### src/hdl/kbsc_pkg.sv
package kbsc_pkg;

  localparam int BYTE_W    = 8;
  localparam int TBL_DEPTH = 256;
  localparam int TBL_AW    = $clog2(TBL_DEPTH);
  localparam int KEY_W     = 64;
  localparam int SEED_W    = 32;
  localparam int CFG_IDX_W = 1;

  localparam logic [SEED_W-1:0] LCG_MUL    = 32'h0003_43fd;
  localparam logic [SEED_W-1:0] LCG_ADD    = 32'h0026_9ec3;
  localparam logic [KEY_W-1:0]  WHITEN_VEC = 64'h8ae6_9bf3_c17d_4025;

  // configuration register indexes
  localparam logic [CFG_IDX_W-1:0] REG_KEY  = 1'b0;
  localparam logic [CFG_IDX_W-1:0] REG_MODE = 1'b1;

  // controller to datapath
  typedef struct packed {
    logic load_seed;
    logic step_seed;
    logic k_clr;
    logic k_inc;
    logic fill_we;
    logic rd_k;
    logic rd_j;
    logic swap1_we;
    logic swap2_we;
    logic inv_we;
    logic clr_stale;
    logic accept;
    logic xform;
  } kbsc_cmd_t;

  // datapath to controller
  typedef struct packed {
    logic stale;
    logic k_last;
    logic cfg_we;
    logic out_busy;
  } kbsc_stat_t;

endpackage

### src/hdl/kbsc_ctrl.sv
module kbsc_ctrl
  import kbsc_pkg::*;
(
  input  logic       clk,
  input  logic       rst_n,
  input  logic       in_valid,
  output logic       in_ready,
  input  kbsc_stat_t st,
  output kbsc_cmd_t  cmd
);

  localparam logic [3:0] S_IDLE  = 4'd0;
  localparam logic [3:0] S_FILL  = 4'd1;
  localparam logic [3:0] S_STEP  = 4'd2;
  localparam logic [3:0] S_RDK   = 4'd3;
  localparam logic [3:0] S_RDJ   = 4'd4;
  localparam logic [3:0] S_SWAP1 = 4'd5;
  localparam logic [3:0] S_SWAP2 = 4'd6;
  localparam logic [3:0] S_INVR  = 4'd7;
  localparam logic [3:0] S_INVW  = 4'd8;
  localparam logic [3:0] S_XFORM = 4'd9;

  logic [3:0] state_r, state_nxt;
  logic       rebuilding;

  assign in_ready = (state_r == S_IDLE) && !st.stale && !st.out_busy && !st.cfg_we;
  assign rebuilding = (state_r != S_IDLE) && (state_r != S_XFORM);

  always_comb begin
    state_nxt = state_r;
    cmd       = '0;
    unique case (state_r)
      S_IDLE: begin
        if (in_valid && in_ready) begin
          cmd.accept = 1'b1;
          state_nxt  = S_XFORM;
        end else if (st.stale && !st.cfg_we) begin
          cmd.load_seed = 1'b1;
          cmd.k_clr     = 1'b1;
          state_nxt     = S_FILL;
        end
      end
      S_XFORM: begin
        cmd.xform = 1'b1;
        state_nxt = S_IDLE;
      end
      S_FILL: begin
        cmd.fill_we = 1'b1;
        if (st.k_last) begin
          cmd.k_clr = 1'b1;
          state_nxt = S_STEP;
        end else begin
          cmd.k_inc = 1'b1;
        end
      end
      S_STEP: begin
        cmd.step_seed = 1'b1;
        state_nxt     = S_RDK;
      end
      S_RDK: begin
        cmd.rd_k  = 1'b1;
        state_nxt = S_RDJ;
      end
      S_RDJ: begin
        cmd.rd_j  = 1'b1;
        state_nxt = S_SWAP1;
      end
      S_SWAP1: begin
        cmd.swap1_we = 1'b1;
        state_nxt    = S_SWAP2;
      end
      S_SWAP2: begin
        cmd.swap2_we = 1'b1;
        if (st.k_last) begin
          cmd.k_clr = 1'b1;
          state_nxt = S_INVR;
        end else begin
          cmd.k_inc = 1'b1;
          state_nxt = S_STEP;
        end
      end
      S_INVR: begin
        cmd.rd_k  = 1'b1;
        state_nxt = S_INVW;
      end
      S_INVW: begin
        cmd.inv_we = 1'b1;
        if (st.k_last) begin
          cmd.clr_stale = 1'b1;
          state_nxt     = S_IDLE;
        end else begin
          cmd.k_inc = 1'b1;
          state_nxt = S_INVR;
        end
      end
      default: begin
        state_nxt = S_IDLE;
      end
    endcase
    // a new key or mode mid-rebuild: drop the pass and start over
    if (rebuilding && st.cfg_we) begin
      state_nxt = S_IDLE;
    end
  end

  always_ff @(posedge clk) begin
    if (!rst_n) begin
      state_r <= S_IDLE;
    end else begin
      state_r <= state_nxt;
    end
  end

endmodule

### config.mk
export PLATFORM = sky130hd
export DESIGN_NAME = kbsc_ctrl
export DESIGN_NICKNAME = d
export VERILOG_FILES = /design/src/hdl/kbsc_pkg.sv /design/src/hdl/kbsc_ctrl.sv
export SDC_FILE = /design/constraint.sdc
export NUM_CORES = 1
export LEC_CHECK = 0
export BUFFER_PORTS_ARGS = -buffer_cell sky130_fd_sc_hd__buf_2
export CORE_AREA = 3 3 40 42
export DETAILED_ROUTE_END_ITERATION = 12
export DIE_AREA = 0 0 43 45
export PLACE_DENSITY = 0.7
export SYNTH_ARGS = -nofsm -noshare
export SYNTH_HDL_FRONTEND = slang
export SYNTH_SLANG_ARGS = --single-unit
### constraint.sdc
create_clock -name clk -period 2.27 [get_ports clk]
set_clock_uncertainty 0.05 [all_clocks]
set_input_delay 0.454 -clock clk [delete_from_list [all_inputs] [get_ports clk]]
set_output_delay 0.454 -clock clk [all_outputs]
set_load 0.01 [all_outputs]
# [After elaboration in Yosys (flattened, before gate mapping)]
# Index checks and enable logic that the tools add are counted.
[classes] n_eq_ne=12 mux=23 n_bitwise=1 reduce_logical=17
[ops] operator="4-bit case mux with 9 select lines" n=1
[ops] operator="4-bit by 3-bit equality test with 1-bit output (second input constant)" n=4
[ops] operator="1-bit two-way mux" n=15
[ops] operator="4-bit two-way mux" n=3
[ops] operator="4-bit by 2-bit equality test with 1-bit output (second input constant)" n=2
[ops] operator="4-bit equality test (second input constant)" n=2
[ops] operator="1-bit logical AND" n=7
[ops] operator="3-bit two-way mux" n=2
[ops] operator="2-bit OR reduction" n=3
[ops] operator="4-bit by 1-bit equality test with 1-bit output (second input constant)" n=1
[ops] operator="4-bit logical NOT" n=1
[ops] operator="4-bit != test (second input constant)" n=1
[ops] operator="4-bit nonzero test" n=1
[ops] operator="1-bit logical NOT" n=3
[ops] operator="3-bit by 1-bit != test with 1-bit output (second input constant)" n=1
[ops] operator="3-bit OR reduction" n=1
[ops] operator="2-bit two-way mux" n=1
[ops] operator="2-bit != test (second input constant)" n=1
[ops] operator="1-bit case mux with 2 select lines" n=1
[ops] operator="2-bit AND reduction" n=1
[ops] operator="1-bit NOT" n=1
[word_totals] reg_bits=4 in_bits=7

# [Depth between registers and ports, before layout]
# Gate-level depths: netlist of the first run.
[depth] ltp_word=7 depth_mapped=5 depth_no_buf=4

# [Least setup slack after synthesis of the first run]
# No wires, ideal clock.
[synth_timing] kind="reg-to-output" start="register state_r[1]" end="output cmd[10] in the netlist's numbering" arrival_time_ps=1397 required_ps=1766 slack_ps=369 stages_incl_launch_ff=4 path_cell_list="dfxtp_1 or4_4 nor3_1 nand2b_1"
[synth_rtl] item="start, declared" line="kbsc_ctrl.sv:23" source="logic [3:0] state_r, state_nxt;"
[synth_rtl] item="start signal, assigned" line="kbsc_ctrl.sv:110" source="state_r <= state_nxt;"
[synth_rtl] item="end, declared" line="kbsc_ctrl.sv:9" source="output kbsc_cmd_t cmd"

==> results of run 1 <==
## area by class of cell
cell class	count	area, µm²
Clock buffer	3	22.5
Fill cell	138	712
Inverter	3	11.3
Multi-Input combinational cell	49	318
Sequential cell	4	80.1
Tap cell	15	18.8
Timing Repair Buffer	23	123
## cell families after synthesis
group,count (synthesis),synth area share
AND/OR/NAND/NOR,32,0.450
buffers and inverters,8,0.0702
flip-flops,4,0.187
XOR/XNOR,1,0.0205
AO/OA/AOI/OAI,16,0.272
## power by group through the flow
stage	combinational, mW	clock, mW	sequential [mW]
5_1_grt	0.271	0.0983	0.110
3_3_place_gp	0.242	0	0.105
3_5_place_dp	0.244	0	0.107
2_1_floorplan	0.187	0	0.0926
4_1_cts	0.244	0.0931	0.105
6_report	0.242	0.0886	0.106
## worst max path at each step
stage | start | endpoint | cells after the start
after floorplan | state_r[1] | cmd[10] | 3
after global placement | state_r[0] | cmd[1] | 4
after detailed placement | state_r[0] | cmd[1] | 4
after CTS | state_r[0] | cmd[1] | 4
after global routing | state_r[0] | cmd[1] | 4
final | state_r[0] | cmd[1] | 4
## layer usage
metal,up-vias,part of all wire,GRT usage
met5,-,0,0
met1,229,0.46,0.159
li1,258,-,-
met3,0,0.045,0.0478
met2,10,0.49,0.201
met4,0,0,0.0181
## worst max-delay path, stage by stage, from the launching register on
cell	delay, ns
dfxtp_1	0.39
or4_4	0.49
nor4_4	0.20
and2_1	0.16
buf_2	0.12
## synthesized netlist by cell type, drive strengths merged
cell type  n  area share
nor2       8       0.076
nor3       8       0.094
nand2b     7        0.10
clkbuf     5       0.044
a21oi      4       0.047
dfxtp      4        0.19
inv        3       0.026
o21ai      3       0.035
and2       2       0.029
nand2      2       0.018
o31ai      2       0.035
a31oi      1       0.015
and3b      1       0.020
nor2b      1       0.015
nor4       1       0.050
nor4b      1       0.020
o2111ai    1       0.020
o21a       1       0.018
o22a       1       0.020
o22ai      1       0.015
o2bb2a     1       0.047
o2bb2ai    1       0.020
or4        1       0.026
xor2       1       0.020
## through the flow
stage | util | instance area, µm² | worst slack [ns] | power, mW
2_1_floorplan | - | 428 | 0.369 | 0.280
5_1_grt | 0.446 | 573 | 0.0661 | 0.479
6_report | 0.446 | 573 | 0.170 | 0.436
3_5_place_dp | 0.428 | 551 | 0.406 | 0.351
3_3_place_gp | 0.428 | 551 | 0.448 | 0.347
4_1_cts | 0.446 | 573 | 0.156 | 0.442
==> metrics, run 1 <==
outcome=completed; Rel. slew slack=0.730; first-pass GRT wire length=1.81 mm; CTS tree=done; Hold Slack=0.497 ns; # resized after CTS=0; Post-Place Cells=94; Pre-antenna DRT Iters=2; register share of total power=0.242; commonest non-fill, non-tap cell in the layout=buf_2; Setup TNS Final=0 ns; register with the most flip-flops=state_r; Leak Pwr=0.270 nW; syn nets=68; total gr overflow=0; Data required, critical path=1.77 ns; Worst-Skew Late Latency=0.24 ns; synthesis-stage register bit count=4; Post-Syn Instances=61; switching power=0.189 mW; Global Route Usage Sum=0.123; Syn Std Cell Area=428 µm²; maximum clock frequency=0.476 GHz; share of cells above drive strength 1=0.366; Reg2Reg Capture Point=state_r[3]; Clock Power Share=0.203; detailed placement HPWL=864 µm; Core Area=1280 µm²; # port buffers=20; WP data arrival=1.60 ns; register area share after synthesis=0.187; Crit Path Max Fanout=11; WL final=1.09 mm; Max-Cap Viols=0; num rows=13; Final period util=0.925; Die ar.=1940 µm²; Cell Pwr Density=762 nW/µm²; max reg flops=4; die height=45 µm; Die Wd=43 µm; final layout net count=91; Initial Util=0.333; hold_buf cts=0; Netlist cell types=25; worst r2r src=state_r[0]; cell at the root of the clock tree=clkbuf_4; RSZ-0062 raised after global routing=no; max-slew violations=0; Longest Clk Path Bufs=2; vias per inst=5.12; DR vias=497; maximum VDD drop=0.534 mV; most frequent cells in the layout=buf_2 (20), nor3_1 (8), nand2b_1 (7), nor2_1 (7); WL per Instance=11.2 µm; Hold WC Path Type=input pin to flop; post-route insts no fill=97; post-route minimum period=2.10 ns; pin count of the biggest net entering global routing=15; post-route ant nets=0; hold path start=rst_n; Clock Pin Slew Worst Setup and Hold Paths=0.04 ns; actual slew at the worst max-slew pin=0.400 ns; Final Hold Viols=0; H-tree levels=1; Post-route DRC=0; Switching Share=0.433; I/O pin cnt=21; hold depth=3; Pint=0.248 mW; 1st-iter DRT viols=7; Hold EP=state_r[3]; vias in the first global route=456; worst reg-to-reg path cell count=4; GPL Wtd Cong=0.789; Setup CP Type=flop to output pin; post-CTS setup buffer count=0; Layout area overhead=33.9%; Logic pwr share=0.555; Final setup viols=0; Num Clock Sinks=4; TritonCTS buffer count=3; Crit. End Element=output pin; Largest regs=state_r (4); initial antenna violation count=0; crit start category=flop; FF-to-FF setup slack=0.83 ns; YS warnings=0; Syn Area/Cell=7.01 µm²; ant diodes=0
(Power assumes the default switching activity.)
==> inputs of run 2 (changes only) <==
PLACE_DENSITY = 0.73   (was 0.7)
clock period = 1.75 ns   (was 2.27 ns; I/O delays follow)
==> run 2 against run 1 <==
- the flow now finishes with violations (setup timing)
- flip-flop and latch count unchanged
- combinational power increased by 110%
- via count increased by 15%
- first-iteration DRC count rose to 2.9 times the previous value
- clock-buffer cell count unchanged
- hold slack lost 0.10 ns
- register-to-register slack lost 0.80 ns
- critical path depth is the same
- setup slack got worse by 0.42 ns
- clock power is 35% higher
- die area stayed put
- routed wire length is 37% higher
- largest power group unchanged
==> metrics, run 2 (synthesized netlist as in run 1, its figures left out) <==
post-route minimum period=2.00 ns; FF-to-FF setup slack=0.03 ns (-0.80 ns); Largest regs=state_r (4); GPL Wtd Cong=0.804 (+1.8%); maximum clock frequency=0.500 GHz; Final setup viols=4 (+4); Critical Path End=cmd[1]; Hold WC Path Type=input pin to flop; Setup CP Type=flop to output pin; worst r2r src=state_r[1]; Clock Pin Slew Worst Setup and Hold Paths=0.04 ns (about the same); Pint=0.413 mW (+67%); violated checks=setup timing; DR vias=572 (+15%); most frequent cells in the layout=buf_2 (20), buf_4 (8), nor2_1 (6); first-pass GRT wire length=2.01 mm (+11%); WL per Instance=14.3 µm (+28%); Die Wd=43 µm (unchanged); Final period util=1.14; Initial Util=0.333 (unchanged); fin area=703 µm² (+23%); Die ar.=1940 µm² (unchanged); 1st-iter DRT viols=20 (+13); Post-route DRC=0 (unchanged); Crit Path Max Fanout=3 (-8); worst reg-to-reg path cell count=7 (+3); max reg flops=4 (unchanged); post-route insts no fill=104 (+7.2%); maximum VDD drop=0.512 mV (-4.2%); Worst Setup SP=state_r[1]; cell at the root of the clock tree=clkbuf_4; detailed placement HPWL=915 µm (+6.0%); pin count of the biggest net entering global routing=15 (unchanged); Clock Power Share=0.163 (-0.040); vias per inst=5.50 (+7.3%); Logic pwr share=0.677 (+0.122); vias in the first global route=497 (+9.0%); RSZ-0062 raised after global routing=yes; Reg2Reg Capture Point=state_r[3]; Num Clock Sinks=4 (unchanged); commonest non-fill, non-tap cell in the layout=buf_2; final layout net count=98 (+7.7%); Leak Pwr=0.321 nW (+19%); Switching Share=0.440 (+0.00705); Crit. End Element=output pin; WL final=1.49 mm (+37%); register share of total power=0.160 (-0.082); CTS tree=done; Post-DP Area=586 µm² (+6.4%); register with the most flip-flops=state_r; I/O pin cnt=21 (unchanged); Data required, critical path=1.35 ns (-0.42 ns); Final WS setup=-0.252 ns (-0.422 ns); outcome=finished with violations; share of cells above drive strength 1=0.528 (+0.162); initial antenna violation count=0 (unchanged); crit start category=flop; utilization after layout=0.547 (+0.101); # port buffers=20 (unchanged); die height=45 µm (unchanged); total gr overflow=0 (unchanged); Rel. slew slack=0.755 (+0.0247); Pre-antenna DRT Iters=4 (+2); TritonCTS buffer count=3 (unchanged); Longest Clk Path Bufs=2 (unchanged); ant diodes=0 (unchanged); Core Area=1280 µm² (unchanged); Post-Place Cells=98 (+4.3%); actual slew at the worst max-slew pin=0.363 ns (-0.0365 ns); WP data arrival=1.60 ns (about the same); num rows=13 (unchanged); Max-Cap Viols=0 (unchanged); switching power=0.324 mW (+72%); Cell Pwr Density=1050 nW/µm² (+38%); Final Hold Viols=0 (unchanged); Setup TNS Final=-0.717 ns (-0.717 ns); Global Route Usage Sum=0.136 (+0.0131); Layout area overhead=64.3%; Worst-Skew Late Latency=0.24 ns (about the same); max-slew violations=0 (unchanged); post-route ant nets=0 (unchanged); H-tree levels=1 (unchanged)
[run 2: changes by cell type in the layout (fill, tap and decap cells not counted), sizes merged]
cell,delta
buf,+7
[run 2: metrics by stage]
step	setup WS [ns]	total power [mW]	hold WS [ns]
3_3_place_gp	0.0575	0.494	0.637
3_5_place_dp	0.0308	0.496	0.632
5_1_grt	-0.290	0.789	0.429
6_report	-0.252	0.738	0.396
4_1_cts	-0.217	0.625	0.378
2_1_floorplan	-0.00752	0.366	0.492
[run 2: worst min path at each step]
stage                      from    endpoint  slack (ns)  depth (start not counted)
after CTS                 rst_n  state_r[3]        0.38                          3
after detailed placement  rst_n  state_r[3]        0.63                          3
final                     rst_n  state_r[3]        0.40                          3
after global routing      rst_n  state_r[3]        0.43                          3
after global placement    rst_n  state_r[2]        0.64                          3
after floorplan           rst_n  state_r[3]        0.49                          2
[run 2: timing repair]
| item | CTS | global route |
|---|---|---|
| setup buffers | 1 | 2 |
| hold buffers | 0 | 0 |
| endpoints found under the setup margin | 5 | 8 |
| gates resized for setup | 1 | 13 |
| pin swaps | 0 | 3 |
[run 2: routing by layer]
layer	wire length, µm	up-vias	share of wire	global-route usage
met5	0	-	0	0
met4	57	0	0.038	0.0542
met3	111	7	0.074	0.0359
met2	778	30	0.52	0.228
met1	542	262	0.36	0.168
li1	-	273	-	-
[run 2: worst max-delay path, cell delays in order (launching register included)]
cell and delay [ns]:
dfxtp_2 0.31, or4_4 0.58, nor4_4 0.19, and2_1 0.16
buf_2 0.12
[run 2: power by group through the flow]
stage	Combinational, mW	Clock (mW)	Sequential (mW)
after global routing	0.545	0.124	0.120
after floorplan	0.246	0	0.120
final	0.499	0.120	0.118
after detailed placement	0.378	0	0.118
after global placement	0.377	0	0.117
after CTS	0.387	0.121	0.117
[run 2: area by class of cell]
type / count / area, µm²
fill: 118 / 582
timing repair buffer: 30 / 183
tap: 15 / 18.8
multi-input combinational: 49 / 387
sequential: 4 / 81.3
inverter: 3 / 11.3
clock buffer: 3 / 22.5
